[config.mk]
export PLATFORM = sky130hd
export DESIGN_NAME = stuffed_frame_receiver
export DESIGN_NICKNAME = d
export VERILOG_FILES = /design/src/hw/rtl/sfr_pkg.sv /design/src/hw/rtl/stuffed_frame_receiver.sv /design/src/hw/rtl/sfr_cfg_regs.sv /design/src/hw/rtl/sfr_deframer.sv
export VERILOG_INCLUDE_DIRS = /design/src /design/src/hw/rtl
export SDC_FILE = /design/constraint.sdc
export NUM_CORES = 1
export LEC_CHECK = 0
export BUFFER_PORTS_ARGS = -buffer_cell sky130_fd_sc_hd__buf_2
export CAP_MARGIN = 0
export CORE_MARGIN = 3
export CORE_UTILIZATION = 59
export CTS_CLUSTER_SIZE = 12
export DETAILED_ROUTE_END_ITERATION = 8
export GPL_ROUTABILITY_DRIVEN = 0
export PLACE_DENSITY = 0.9
export SLEW_MARGIN = 20
export SYNTH_ARGS = -nofsm -noshare
export SYNTH_HDL_FRONTEND = slang
export SYNTH_SLANG_ARGS = --single-unit
[constraint.sdc]
create_clock -name clk_i -period 4.9 [get_ports clk_i]
set_input_delay 0.735 -clock clk_i [delete_from_list [all_inputs] [get_ports clk_i]]
set_output_delay 0.735 -clock clk_i [all_outputs]
set_load 0.1 [all_outputs]
[src/hw/rtl/stuffed_frame_receiver_macros.svh]
// assertion macros for the frame receiver
`ifndef STUFFED_FRAME_RECEIVER_MACROS_SVH
`define STUFFED_FRAME_RECEIVER_MACROS_SVH

// same-cycle implication, checked outside reset
`define SFR_ASSERT_NOW(lbl, ante, cons, msg) \
  lbl: assert property (@(posedge clk_i) disable iff (!rst_ni) (ante) |-> (cons)) \
    else $error(msg);

// next-cycle implication, checked outside reset
`define SFR_ASSERT_NEXT(lbl, ante, cons, msg) \
  lbl: assert property (@(posedge clk_i) disable iff (!rst_ni) (ante) |=> (cons)) \
    else $error(msg);

`endif

[src/hw/rtl/sfr_pkg.sv]
// shared types and codes for the stuffed frame receiver
`timescale 1ns / 1ps

package sfr_pkg;

  // result kinds
  localparam logic [1:0] KIND_HDR  = 2'd0;
  localparam logic [1:0] KIND_DATA = 2'd1;
  localparam logic [1:0] KIND_END  = 2'd2;

  // frame end status
  localparam logic [2:0] ST_OK       = 3'd0;
  localparam logic [2:0] ST_TOO_LONG = 3'd1;
  localparam logic [2:0] ST_BAD_CSUM = 3'd2;
  localparam logic [2:0] ST_NO_END   = 3'd3;
  localparam logic [2:0] ST_TIMEOUT  = 3'd4;

  localparam logic [7:0] ESC_FLIP = 8'h20;

  typedef struct packed {
    logic [7:0]  start_marker;
    logic [7:0]  end_marker;
    logic [7:0]  escape_marker;
    logic [15:0] max_payload;
    logic [23:0] timeout_ticks;
  } cfg_t;

  typedef struct packed {
    logic        valid;
    logic [1:0]  kind;
    logic [7:0]  frame_type;
    logic [15:0] frame_length;
    logic [7:0]  data_byte;
    logic [2:0]  status;
  } res_t;

endpackage

[src/hw/rtl/stuffed_frame_receiver.sv]
// top level of the byte-stuffed frame receiver
//
//  port group  direction  handshake               payload
//  in          sink       in_valid_i/in_ready_o   opcode_i, rx_byte_i
//  out         source     out_valid_o/out_ready_i kind_o .. status_o
//  apb         sink       psel/penable/pready     paddr, pwdata, prdata
//
// one beat per cycle sustained while results are taken; a beat passes the
// input register, then the result register, before its result is on the
// outputs
// reset returns the receiver to hunting and the registers to their defaults
// in_ready_o drops only while the input register is full and the result
// register holds a result that is not taken
`timescale 1ns / 1ps
`include "stuffed_frame_receiver_macros.svh"

module stuffed_frame_receiver (
  input  logic        clk_i,
  input  logic        rst_ni,
  input  logic        in_valid_i,
  output logic        in_ready_o,
  input  logic        opcode_i,
  input  logic [7:0]  rx_byte_i,
  output logic        out_valid_o,
  input  logic        out_ready_i,
  output logic [1:0]  kind_o,
  output logic [7:0]  frame_type_o,
  output logic [15:0] frame_length_o,
  output logic [7:0]  data_byte_o,
  output logic [2:0]  status_o,
  input  logic        psel,
  input  logic        penable,
  input  logic        pwrite,
  input  logic [4:0]  paddr,
  input  logic [31:0] pwdata,
  output logic [31:0] prdata,
  output logic        pready
);
  import sfr_pkg::*;

  cfg_t       cfg;
  res_t       res;
  logic       s1_valid_q;
  logic       s1_op_q;
  logic [7:0] s1_byte_q;
  logic       slot_free;
  logic       advance;
  res_t       out_q;

  sfr_cfg_regs u_cfg (
    .clk_i   (clk_i),
    .rst_ni  (rst_ni),
    .psel    (psel),
    .penable (penable),
    .pwrite  (pwrite),
    .paddr   (paddr),
    .pwdata  (pwdata),
    .prdata  (prdata),
    .pready  (pready),
    .cfg_o   (cfg)
  );

  assign slot_free  = !out_q.valid || out_ready_i;
  assign advance    = s1_valid_q && slot_free;
  assign in_ready_o = !s1_valid_q || advance;

  // input register
  always_ff @(posedge clk_i or negedge rst_ni) begin
    if (!rst_ni) begin
      s1_valid_q <= 1'b0;
    end else if (in_ready_o) begin
      s1_valid_q <= in_valid_i;
    end
  end

  always_ff @(posedge clk_i) begin
    if (in_valid_i && in_ready_o) begin
      s1_op_q   <= opcode_i;
      s1_byte_q <= rx_byte_i;
    end
  end

  sfr_deframer u_deframer (
    .clk_i     (clk_i),
    .rst_ni    (rst_ni),
    .cfg_i     (cfg),
    .step_i    (advance),
    .opcode_i  (s1_op_q),
    .rx_byte_i (s1_byte_q),
    .res_o     (res)
  );

  // result register
  always_ff @(posedge clk_i or negedge rst_ni) begin
    if (!rst_ni) begin
      out_q <= '0;
    end else if (slot_free) begin
      if (advance && res.valid) begin
        out_q <= res;
      end else begin
        out_q.valid <= 1'b0;
      end
    end
  end

  assign out_valid_o    = out_q.valid;
  assign kind_o         = out_q.kind;
  assign frame_type_o   = out_q.frame_type;
  assign frame_length_o = out_q.frame_length;
  assign data_byte_o    = out_q.data_byte;
  assign status_o       = out_q.status;

  `SFR_ASSERT_NEXT(a_s1_hold, s1_valid_q && !advance, s1_valid_q, "input beat lost")
  `SFR_ASSERT_NOW(a_ready_when_empty, !out_q.valid, in_ready_o, "stall with empty output")
  `SFR_ASSERT_NOW(a_st_end, out_valid_o && kind_o != KIND_END, status_o == ST_OK, "bad status")

endmodule

[src/hw/rtl/sfr_cfg_regs.sv]
// apb configuration registers for the frame receiver
`timescale 1ns / 1ps

module sfr_cfg_regs (
  input  logic         clk_i,
  input  logic         rst_ni,
  input  logic         psel,
  input  logic         penable,
  input  logic         pwrite,
  input  logic [4:0]   paddr,
  input  logic [31:0]  pwdata,
  output logic [31:0]  prdata,
  output logic         pready,
  output sfr_pkg::cfg_t cfg_o
);
  import sfr_pkg::*;

  localparam logic [2:0] REG_START   = 3'd0;
  localparam logic [2:0] REG_END     = 3'd1;
  localparam logic [2:0] REG_ESCAPE  = 3'd2;
  localparam logic [2:0] REG_MAX_LEN = 3'd3;
  localparam logic [2:0] REG_TIMEOUT = 3'd4;

  cfg_t       cfg_q;
  logic       wr_en;
  logic [2:0] reg_idx;

  assign pready  = 1'b1;
  assign reg_idx = paddr[4:2];
  assign wr_en   = psel && penable && pwrite;

  always_ff @(posedge clk_i or negedge rst_ni) begin
    if (!rst_ni) begin
      cfg_q.start_marker  <= 8'd126;
      cfg_q.end_marker    <= 8'd127;
      cfg_q.escape_marker <= 8'd125;
      cfg_q.max_payload   <= 16'd1024;
      cfg_q.timeout_ticks <= 24'd1000;
    end else if (wr_en) begin
      case (reg_idx)
        REG_START:   cfg_q.start_marker  <= pwdata[7:0];
        REG_END:     cfg_q.end_marker    <= pwdata[7:0];
        REG_ESCAPE:  cfg_q.escape_marker <= pwdata[7:0];
        REG_MAX_LEN: cfg_q.max_payload   <= pwdata[15:0];
        REG_TIMEOUT: cfg_q.timeout_ticks <= pwdata[23:0];
        default: ;
      endcase
    end
  end

  always_comb begin
    case (reg_idx)
      REG_START:   prdata = {24'd0, cfg_q.start_marker};
      REG_END:     prdata = {24'd0, cfg_q.end_marker};
      REG_ESCAPE:  prdata = {24'd0, cfg_q.escape_marker};
      REG_MAX_LEN: prdata = {16'd0, cfg_q.max_payload};
      REG_TIMEOUT: prdata = {8'd0, cfg_q.timeout_ticks};
      default:     prdata = 32'd0;
    endcase
  end

  assign cfg_o = cfg_q;

endmodule

[src/hw/rtl/sfr_deframer.sv]
// frame state and per-beat decode logic
`timescale 1ns / 1ps

module sfr_deframer (
  input  logic          clk_i,
  input  logic          rst_ni,
  input  sfr_pkg::cfg_t cfg_i,
  input  logic          step_i,
  input  logic          opcode_i,
  input  logic [7:0]    rx_byte_i,
  output sfr_pkg::res_t res_o
);
  import sfr_pkg::*;

  localparam logic [2:0] PH_HUNT   = 3'd0;
  localparam logic [2:0] PH_TYPE   = 3'd1;
  localparam logic [2:0] PH_LEN_HI = 3'd2;
  localparam logic [2:0] PH_LEN_LO = 3'd3;
  localparam logic [2:0] PH_DATA   = 3'd4;
  localparam logic [2:0] PH_CSUM   = 3'd5;
  localparam logic [2:0] PH_END    = 3'd6;

  logic [2:0]  phase_q, phase_d;
  logic        esc_q, esc_d;
  logic [7:0]  csum_q, csum_d;
  logic [7:0]  type_q, type_d;
  logic [15:0] len_q, len_d;
  logic [15:0] left_q, left_d;
  logic [23:0] idle_q, idle_d;

  logic        take;
  logic [7:0]  dec_b;
  logic [15:0] full_len;
  logic [15:0] left_dec;
  logic        emit;
  logic [1:0]  kind;
  logic [7:0]  data;
  logic [2:0]  status;
  logic        fin;

  assign full_len = {len_q[15:8], dec_b};
  assign left_dec = left_q - 16'd1;

  always_comb begin
    phase_d = phase_q;
    esc_d   = esc_q;
    csum_d  = csum_q;
    type_d  = type_q;
    len_d   = len_q;
    left_d  = left_q;
    idle_d  = idle_q;
    take    = 1'b0;
    dec_b   = rx_byte_i;
    emit    = 1'b0;
    fin     = 1'b0;
    kind    = KIND_HDR;
    data    = 8'd0;
    status  = ST_OK;

    if (phase_q == PH_HUNT || phase_q > PH_END) begin
      phase_d = PH_HUNT;
      if (!opcode_i && rx_byte_i == cfg_i.start_marker) begin
        phase_d = PH_TYPE;
        esc_d   = 1'b0;
        csum_d  = 8'd0;
        type_d  = 8'd0;
        len_d   = 16'd0;
        left_d  = 16'd0;
        idle_d  = 24'd0;
      end
    end else if (opcode_i) begin
      idle_d = idle_q + 24'd1;
      if (idle_d >= cfg_i.timeout_ticks) begin
        fin    = 1'b1;
        status = ST_TIMEOUT;
      end
    end else begin
      idle_d = 24'd0;
      if (phase_q == PH_END) begin
        fin    = 1'b1;
        status = (rx_byte_i == cfg_i.end_marker) ? ST_OK : ST_NO_END;
      end else if (esc_q) begin
        esc_d = 1'b0;
        take  = 1'b1;
        dec_b = rx_byte_i ^ ESC_FLIP;
      end else if (rx_byte_i == cfg_i.escape_marker) begin
        esc_d = 1'b1;
      end else begin
        take = 1'b1;
      end
    end

    // un-escaped byte: header fields, payload or checksum
    if (take) begin
      csum_d = csum_q ^ dec_b;
      case (phase_q)
        PH_TYPE: begin
          type_d  = dec_b;
          phase_d = PH_LEN_HI;
        end
        PH_LEN_HI: begin
          len_d   = {dec_b, 8'd0};
          phase_d = PH_LEN_LO;
        end
        PH_LEN_LO: begin
          len_d = full_len;
          if (full_len > cfg_i.max_payload) begin
            fin    = 1'b1;
            status = ST_TOO_LONG;
          end else begin
            left_d  = full_len;
            phase_d = (full_len == 16'd0) ? PH_CSUM : PH_DATA;
            emit    = 1'b1;
            kind    = KIND_HDR;
          end
        end
        PH_DATA: begin
          left_d = left_dec;
          if (left_dec == 16'd0) begin
            phase_d = PH_CSUM;
          end
          emit = 1'b1;
          kind = KIND_DATA;
          data = dec_b;
        end
        PH_CSUM: begin
          if (csum_d != 8'd0) begin
            fin    = 1'b1;
            status = ST_BAD_CSUM;
          end else begin
            phase_d = PH_END;
          end
        end
        default: ;
      endcase
    end

    if (fin) begin
      phase_d = PH_HUNT;
      esc_d   = 1'b0;
      emit    = 1'b1;
      kind    = KIND_END;
    end
  end

  always_ff @(posedge clk_i or negedge rst_ni) begin
    if (!rst_ni) begin
      phase_q <= PH_HUNT;
      esc_q   <= 1'b0;
      csum_q  <= 8'd0;
      type_q  <= 8'd0;
      len_q   <= 16'd0;
      left_q  <= 16'd0;
      idle_q  <= 24'd0;
    end else if (step_i) begin
      phase_q <= phase_d;
      esc_q   <= esc_d;
      csum_q  <= csum_d;
      type_q  <= type_d;
      len_q   <= len_d;
      left_q  <= left_d;
      idle_q  <= idle_d;
    end
  end

  assign res_o.valid        = emit;
  assign res_o.kind         = kind;
  assign res_o.frame_type   = type_d;
  assign res_o.frame_length = len_d;
  assign res_o.data_byte    = data;
  assign res_o.status       = status;

endmodule
## Word-level counts from Yosys, hierarchy flattened

Index checks and enable logic that the tools add are counted.

- Output and inout bits: 72
- Word-level logic and storage cells: 145
- Bits in registers: 188

- Reduce and logical (&&, ||, !) cells: 28
- Bitwise operators: 2
- Add/sub/neg operators: 2
- $lt $le $gt $ge: 3
- Equality and inequality tests: 17
- Muxes and demuxes: 72

Operators with widths:

| kind | count |
|---|---|
| 24-bit case mux with 5 select lines | 1 |
| 16-bit two-way mux | 7 |
| 24-bit two-way mux | 3 |
| 8-bit two-way mux | 9 |
| 16-bit case mux with 2 select lines | 2 |
| 3-bit two-way mux | 13 |
| 16-bit zero test | 2 |
| 1-bit two-way mux | 26 |
| 24-bit by 1-bit adder with 24-bit output, second input constant | 1 |
| 8-bit == test | 3 |
| 24-bit >= comparator | 1 |
| 6-bit two-way mux | 4 |
| 16-bit > comparator | 1 |
| 16-bit by 1-bit subtractor with 16-bit output, second input constant | 1 |
| 3-bit case mux with 5 select lines | 1 |
| 2-bit AND reduction | 7 |
| 3-bit by 2-bit == test with 1-bit output, second input constant | 4 |
| 3-bit == test, second input constant | 4 |
| 8-bit nonzero test | 1 |
| 8-bit bitwise XOR | 1 |
| 3-bit by 1-bit == test with 1-bit output, second input constant | 2 |
| 1-bit logical AND | 6 |
| 3-bit zero test | 2 |
| 2-bit two-way mux | 3 |
| 12 further kinds | 19 |

## Longest topological paths before layout

- Depth in word-level cells: 13
- Mapped depth: 18
- Depth with buffers taken out: 17

## By module

Synthesis repeated with hierarchy kept, for this count alone.

- Cell total of the unflattened synthesis: 1065
- Area, all modules: 11101.9 um^2

Modules (own cells, without submodules):

| module | sequential area each (um^2) | times used | cells an instance | area an instance (um^2) |
|---|---|---|---|---|
| sfr_deframer | 1901.8 | 1 | 754 | 6140.9 |
| sfr_cfg_regs | 1634.1 | 1 | 214 | 3051.7 |
| stuffed_frame_receiver | 1246.2 | 1 | 97 | 1909.3 |

## Worst setup path before layout

No wires, ideal clock.

- Path kind: input port to output port
- From: input port paddr[4]
- To: output port prdata[14]
- Setup slack: 0.292 ns
- Arrival: 3.873 ns
- Cell stages on the path: 7
- Data required time: 4.165 ns
- Cells stage by stage: clkbuf_1 > nor2b_1 > clkbuf_1 > nor2b_1 > inv_1 > clkbuf_1 > o21ai_0

- Word-level cells in the longest chain between the ends: 2
- Elaborated cells between the ends (all ways): 6
- Classes of those cells: eq/ne (4); mux (1); reduce/logical (1)

Ends and longest elaborated chain:

| element | RTL line | text |
|---|---|---|
| start, declared | stuffed_frame_receiver.sv:34 | `input logic [4:0] paddr,` |
| 3-bit == test (tied with other cells) | sfr_cfg_regs.sv:52 | `case (reg_idx)` |
| 24-bit case mux with 5 select lines (*) | sfr_cfg_regs.sv:52 |  |
| end, declared | stuffed_frame_receiver.sv:36 | `output logic [31:0] prdata,` |

Every way passes the cells marked *; elsewhere a longest branch is shown, timed or not.

## Worst setup path after layout

- From: register u_deframer.idle_q[0]
- To: register out_q (netlist bit frame_type_o[6])

- Word-level cells in the longest chain between the ends: 11
- Elaborated cells between the ends (all ways): 12
- Classes of those cells: add/sub (1); order compare (1); mux (8); reduce/logical (2)

Ends and longest elaborated chain:

| element | RTL line | text |
|---|---|---|
| start, declared | sfr_deframer.sv:29 | `logic [23:0] idle_q, idle_d;` |
| start signal, assigned | sfr_deframer.sv:162 | `idle_q <= idle_d;` |
| 24-bit by 1-bit adder with 24-bit output (*) | sfr_deframer.sv:72 | `idle_d = idle_q + 24'd1;` |
| 24-bit >= comparator (*) | sfr_deframer.sv:73 | `if (idle_d >= cfg_i.timeout_ticks) begin` |
| 1-bit two-way mux (*) | sfr_deframer.sv:73 |  |
| 1-bit two-way mux (*) | sfr_deframer.sv:71 | `end else if (opcode_i) begin` |
| 1-bit two-way mux (*) | sfr_deframer.sv:60 | `if (phase_q == PH_HUNT \|\| phase_q > PH_END) begin` |
| 1-bit two-way mux, on equally long branches | sfr_deframer.sv:127, sfr_deframer.sv:107 |  |
| 1-bit case mux with 2 select lines | sfr_deframer.sv:96 | `case (phase_q)` |
| 1-bit two-way mux (*) | sfr_deframer.sv:94 | `if (take) begin` |
| 1-bit two-way mux (*) | sfr_deframer.sv:138 | `if (fin) begin` |
| 1-bit logical AND (*) | stuffed_frame_receiver.sv:98 | `if (advance && res.valid) begin` |
| 2-bit AND reduction (no source line) (*) | - |  |
| end signal, assigned | stuffed_frame_receiver.sv:99 | `out_q <= res;` |
| end, declared | stuffed_frame_receiver.sv:48 | `res_t out_q;` |

Marked as above.
A chain may end at the register's enable or synchronous reset.

==> impl_metrics.json <==
{
  "outcome": "finished clean",
  "diodes": 0,
  "io_pins": 125,
  "synth_most_common_cell": "dfrtp_1",
  "postCtsResizedCells": 0,
  "ys.flop_type": "dfrtp_1",
  "finalHoldWorstSlack_ps": 424,
  "die_area_sq_mm": 0.0201,
  "drive_gt1_share_pct": 20.9,
  "seqCellArea_sq_mm": 0.00478,
  "maxSlewViolCount": 0,
  "fin_skew_ps": 10.5,
  "antenna_found_initial": 0,
  "yosys-top-cells-area": "dfrtp_1 (35%), o21ai_0 (6.5%), dfstp_2 (6.3%)",
  "die_w_um": 142,
  "synth_top_family_by_area": "compound AO/OA/AOI/OAI gates",
  "cts_tree": "done",
  "synth.avg_cell_area_sq_um": 9.43,
  "required_ps": 5230,
  "clock_latency_ps": 450,
  "synth_xor_area_share_pct": 5.23,
  "worst_setup_path_end_kind": "flip-flop",
  "power_density_mw_per_mm2": 466,
  "netlist.area_leader.share_pct": 35.2,
  "dp.cells": 1442,
  "clk_pin_slew_ps": 70,
  "io_buffer_count": 105,
  "fin_nets": 1335,
  "drc": 0,
  "area_growth_pct": 12.0,
  "post-route-util_pct": 68.9,
  "synth_edf_count": 9,
  "synth_area_leader_cell": "dfrtp_1",
  "power.leakage_nw": 5.63,
  "slew_headroom_pct": 31.4,
  "ant_nets": 0,
  "clock-sinks": 188,
  "vias": 9341,
  "core_area_sq_mm": 0.0177,
  "critical_path_arrival_ps": 5020,
  "synthMuxAreaShare_pct": 7.52,
  "gr-total-overflow": 0,
  "placed_cell_area_sq_mm": 0.0116,
  "routed_wl_mm": 28.6,
  "ys_ff_latch": 188,
  "async_flop_share_pct": 95.2,
  "grt_use_total_pct": 28.6,
  "die_y_um": 142,
  "synth_cell_types": 73,
  "h-tree-depth": 4,
  "min_period_ps": 4690,
  "setup_viol": 0,
  "numCtsBuffers": 17,
  "ir_worst_vdd_v": 0.000368,
  "clock.fmax_mhz": 213,
  "max_stage_delay_ps": 470,
  "drtPass1Iterations": 8,
  "nFillCells": 1269,
  "timing.final.crit_share_pct": 95.7,
  "synth.top_cells.by_count": "dfrtp_1 (153), o21ai_0 (142), nand2_1 (125)",
  "hp-class": "in -> async",
  "rsz0062_at_grt": "no",
  "dr.first_iter.drc_count": 999,
  "wl_per_cell_um": 19.4,
  "critPathLaunchType": "flip-flop",
  "ys_warn_count": 0,
  "fin_area_sq_mm": 0.0122,
  "tightest_slew_ps": 1030,
  "grt_start_max_net_pins": 109,
  "cap_violations": 0,
  "syn_area_sq_mm": 0.0109,
  "ctsHoldBuffers": 0,
  "post_drt_via_cell_ratio": 6.34,
  "multi_input_area_sq_mm": 0.00555,
  "grt_pass1_vias": 9176,
  "criticalPathCategory": "reg -> reg",
  "rows": 48,
  "hold_violations": 0,
  "initial_core_util_pct": 61.5,
  "seq_area_frac_synth_pct": 44.0,
  "synth_simple_gate_area_share_pct": 15.7,
  "synth-adder-area-share_pct": 5.30,
  "grt_pass1_wl_mm": 46.2,
  "fin_cells": 1474,
  "postSynthCellCount": 1152,
  "crit_fanout": 29,
  "ctsLongestPathBuffers": 2,
  "timing.setup.tns_ps": 0,
  "post_cts_buffers": 0,
  "dpl.hpwl_mm": 19.5,
  "crit_family": "simple AND/OR/NAND/NOR gates",
  "root_buffer": "clkbuf_16",
  "cp_num_buf_inv": 1,
  "cpMaxStageDelayCell": "a221oi_1",
  "synth_compound_area_share_pct": 16.8,
  "path_cells": "ha_1 > nand3_1 > or3_1 > nor3b_2 > nand2_1 > or3_1 > xnor2_1 > ha_1 > a21o_1 > a221oi_1 > nor3_1 > a211o_1 > nor3_4 > a21oi_4 > buf_12 > mux2_4"
}
## cell families (layout without fill, tap and decap cells)
| group | after synthesis | count (layout) |
|---|---|---|
| flip-flops | 188 | 188 |
| multiplexers | 68 | 68 |
| other | 2 | 9 |
| AO/OA/AOI/OAI | 293 | 293 |
| AND/OR/NAND/NOR | 356 | 356 |
| adder cells (fa/ha/maj) | 46 | 46 |
| buffers and inverters | 135 | 225 |
| XOR/XNOR | 64 | 64 |
## worst register-to-register path, stage by stage (launching register included)
cell,delay [ps]
dfrtp_1,430
ha_1,260
nand3_1,180
or3_1,460
nor3b_2,250
nand2_1,110
or3_1,370
xnor2_1,190
ha_1,280
a21o_1,160
a221oi_1,470
nor3_1,120
a211o_1,350
nor3_4,170
a21oi_4,170
buf_12,250
mux2_4,340
## per-stage QoR
step | worst slack (ps) | total power, mW
after detailed placement | 313 | 4.25
after global routing | 21.1 | 5.94
after floorplan | 292 | 3.81
after global placement | 406 | 4.17
after CTS | 262 | 5.66
final | 208 | 5.67
## worst paths after layout
path	from	endpoint	slack (ps)	depth (start not counted)
worst max-delay path	u_deframer.idle_q[0]	frame_type_o[6]	210	16
worst min-delay path	rst_ni	u_deframer.idle_q[9]	420	1
worst max register to register	u_deframer.idle_q[0]	frame_type_o[6]	210	16
worst min register to register	u_deframer.csum_q[3]	u_deframer.csum_q[3]	500	1
max in group asynchronous	rst_ni	u_cfg.cfg_o[34]	3410	2
min in group clk_i	rx_byte_i[4]	s1_byte_q[4]	460	1
## routing by layer
| layer | wire, um | vias to the layer above | GRT usage, % |
|---|---|---|---|
| met1 | 11700 | 4472 | 38.4 |
| met3 | 2430 | 100 | 5.29 |
| met2 | 13400 | 549 | 45.5 |
| met4 | 1080 | 0 | 13.0 |
| met5 | 0 | - | 0 |
| li1 | - | 4220 | - |
## report_power, final
group / switching (mW) / internal (mW)
Clock: 0.621 / 0.762
Combinational: 1.48 / 0.620
Sequential: 0.279 / 1.92
## registers in the layout, summed over array words and instances (netlist names)
name                count
frame_length_o         16
status_o                3
u_cfg.cfg_o            64
s1_op_q                 1
u_deframer.len_q       16
data_byte_o             8
out_valid_o             1
u_deframer.csum_q       8
u_deframer.left_q      16
u_deframer.idle_q      24
u_deframer.esc_q        1
s1_byte_q               8
frame_type_o            8
s1_valid_q              1
u_deframer.phase_q      3
kind_o                  2
u_deframer.type_q       8
## layout make-up
class | instances | area share [%]
multi-input combinational | 836 | 45.6
sequential | 188 | 39.3
timing repair buffer | 130 | 6.01
clock buffer | 22 | 3.98
tap | 225 | 2.31
inverter | 63 | 1.94
clock inverter | 10 | 0.863
## layout by cell type, fill, tap and decap left out, types with 5 or more instances in the layout
cell       netlist  layout
dfrtp_1        153     153
o21ai_0        142     142
nand2_1        125     125
buf_2            9     104
nor2_1          95      94
inv_1           62      62
ha_1            46      46
xnor2_1         40      40
a22o_1          37      37
nand3_1         35      35
a21oi_1         34      34
mux2_2          33      33
dfstp_2         26      26
buf_4            9      24
xor2_1          23      23
mux2_4          19      19
clkbuf_16        0      17
nand4_1         16      16
mux2i_1         16      16
nor4_1          13      12
nor3_1          12      11
o22ai_1         11      11
a22oi_1         11      11
nor2b_1          9       9
nand2b_1         9       9
o211ai_1         9       9
conb_1           2       9
edfxtp_1         9       9
and3_1           8       8
or3_1            7       7
and2_1           7       7
o31ai_1          7       7
a21o_1           5       5
No activity file was read; power rests on OpenSTA's default activity.
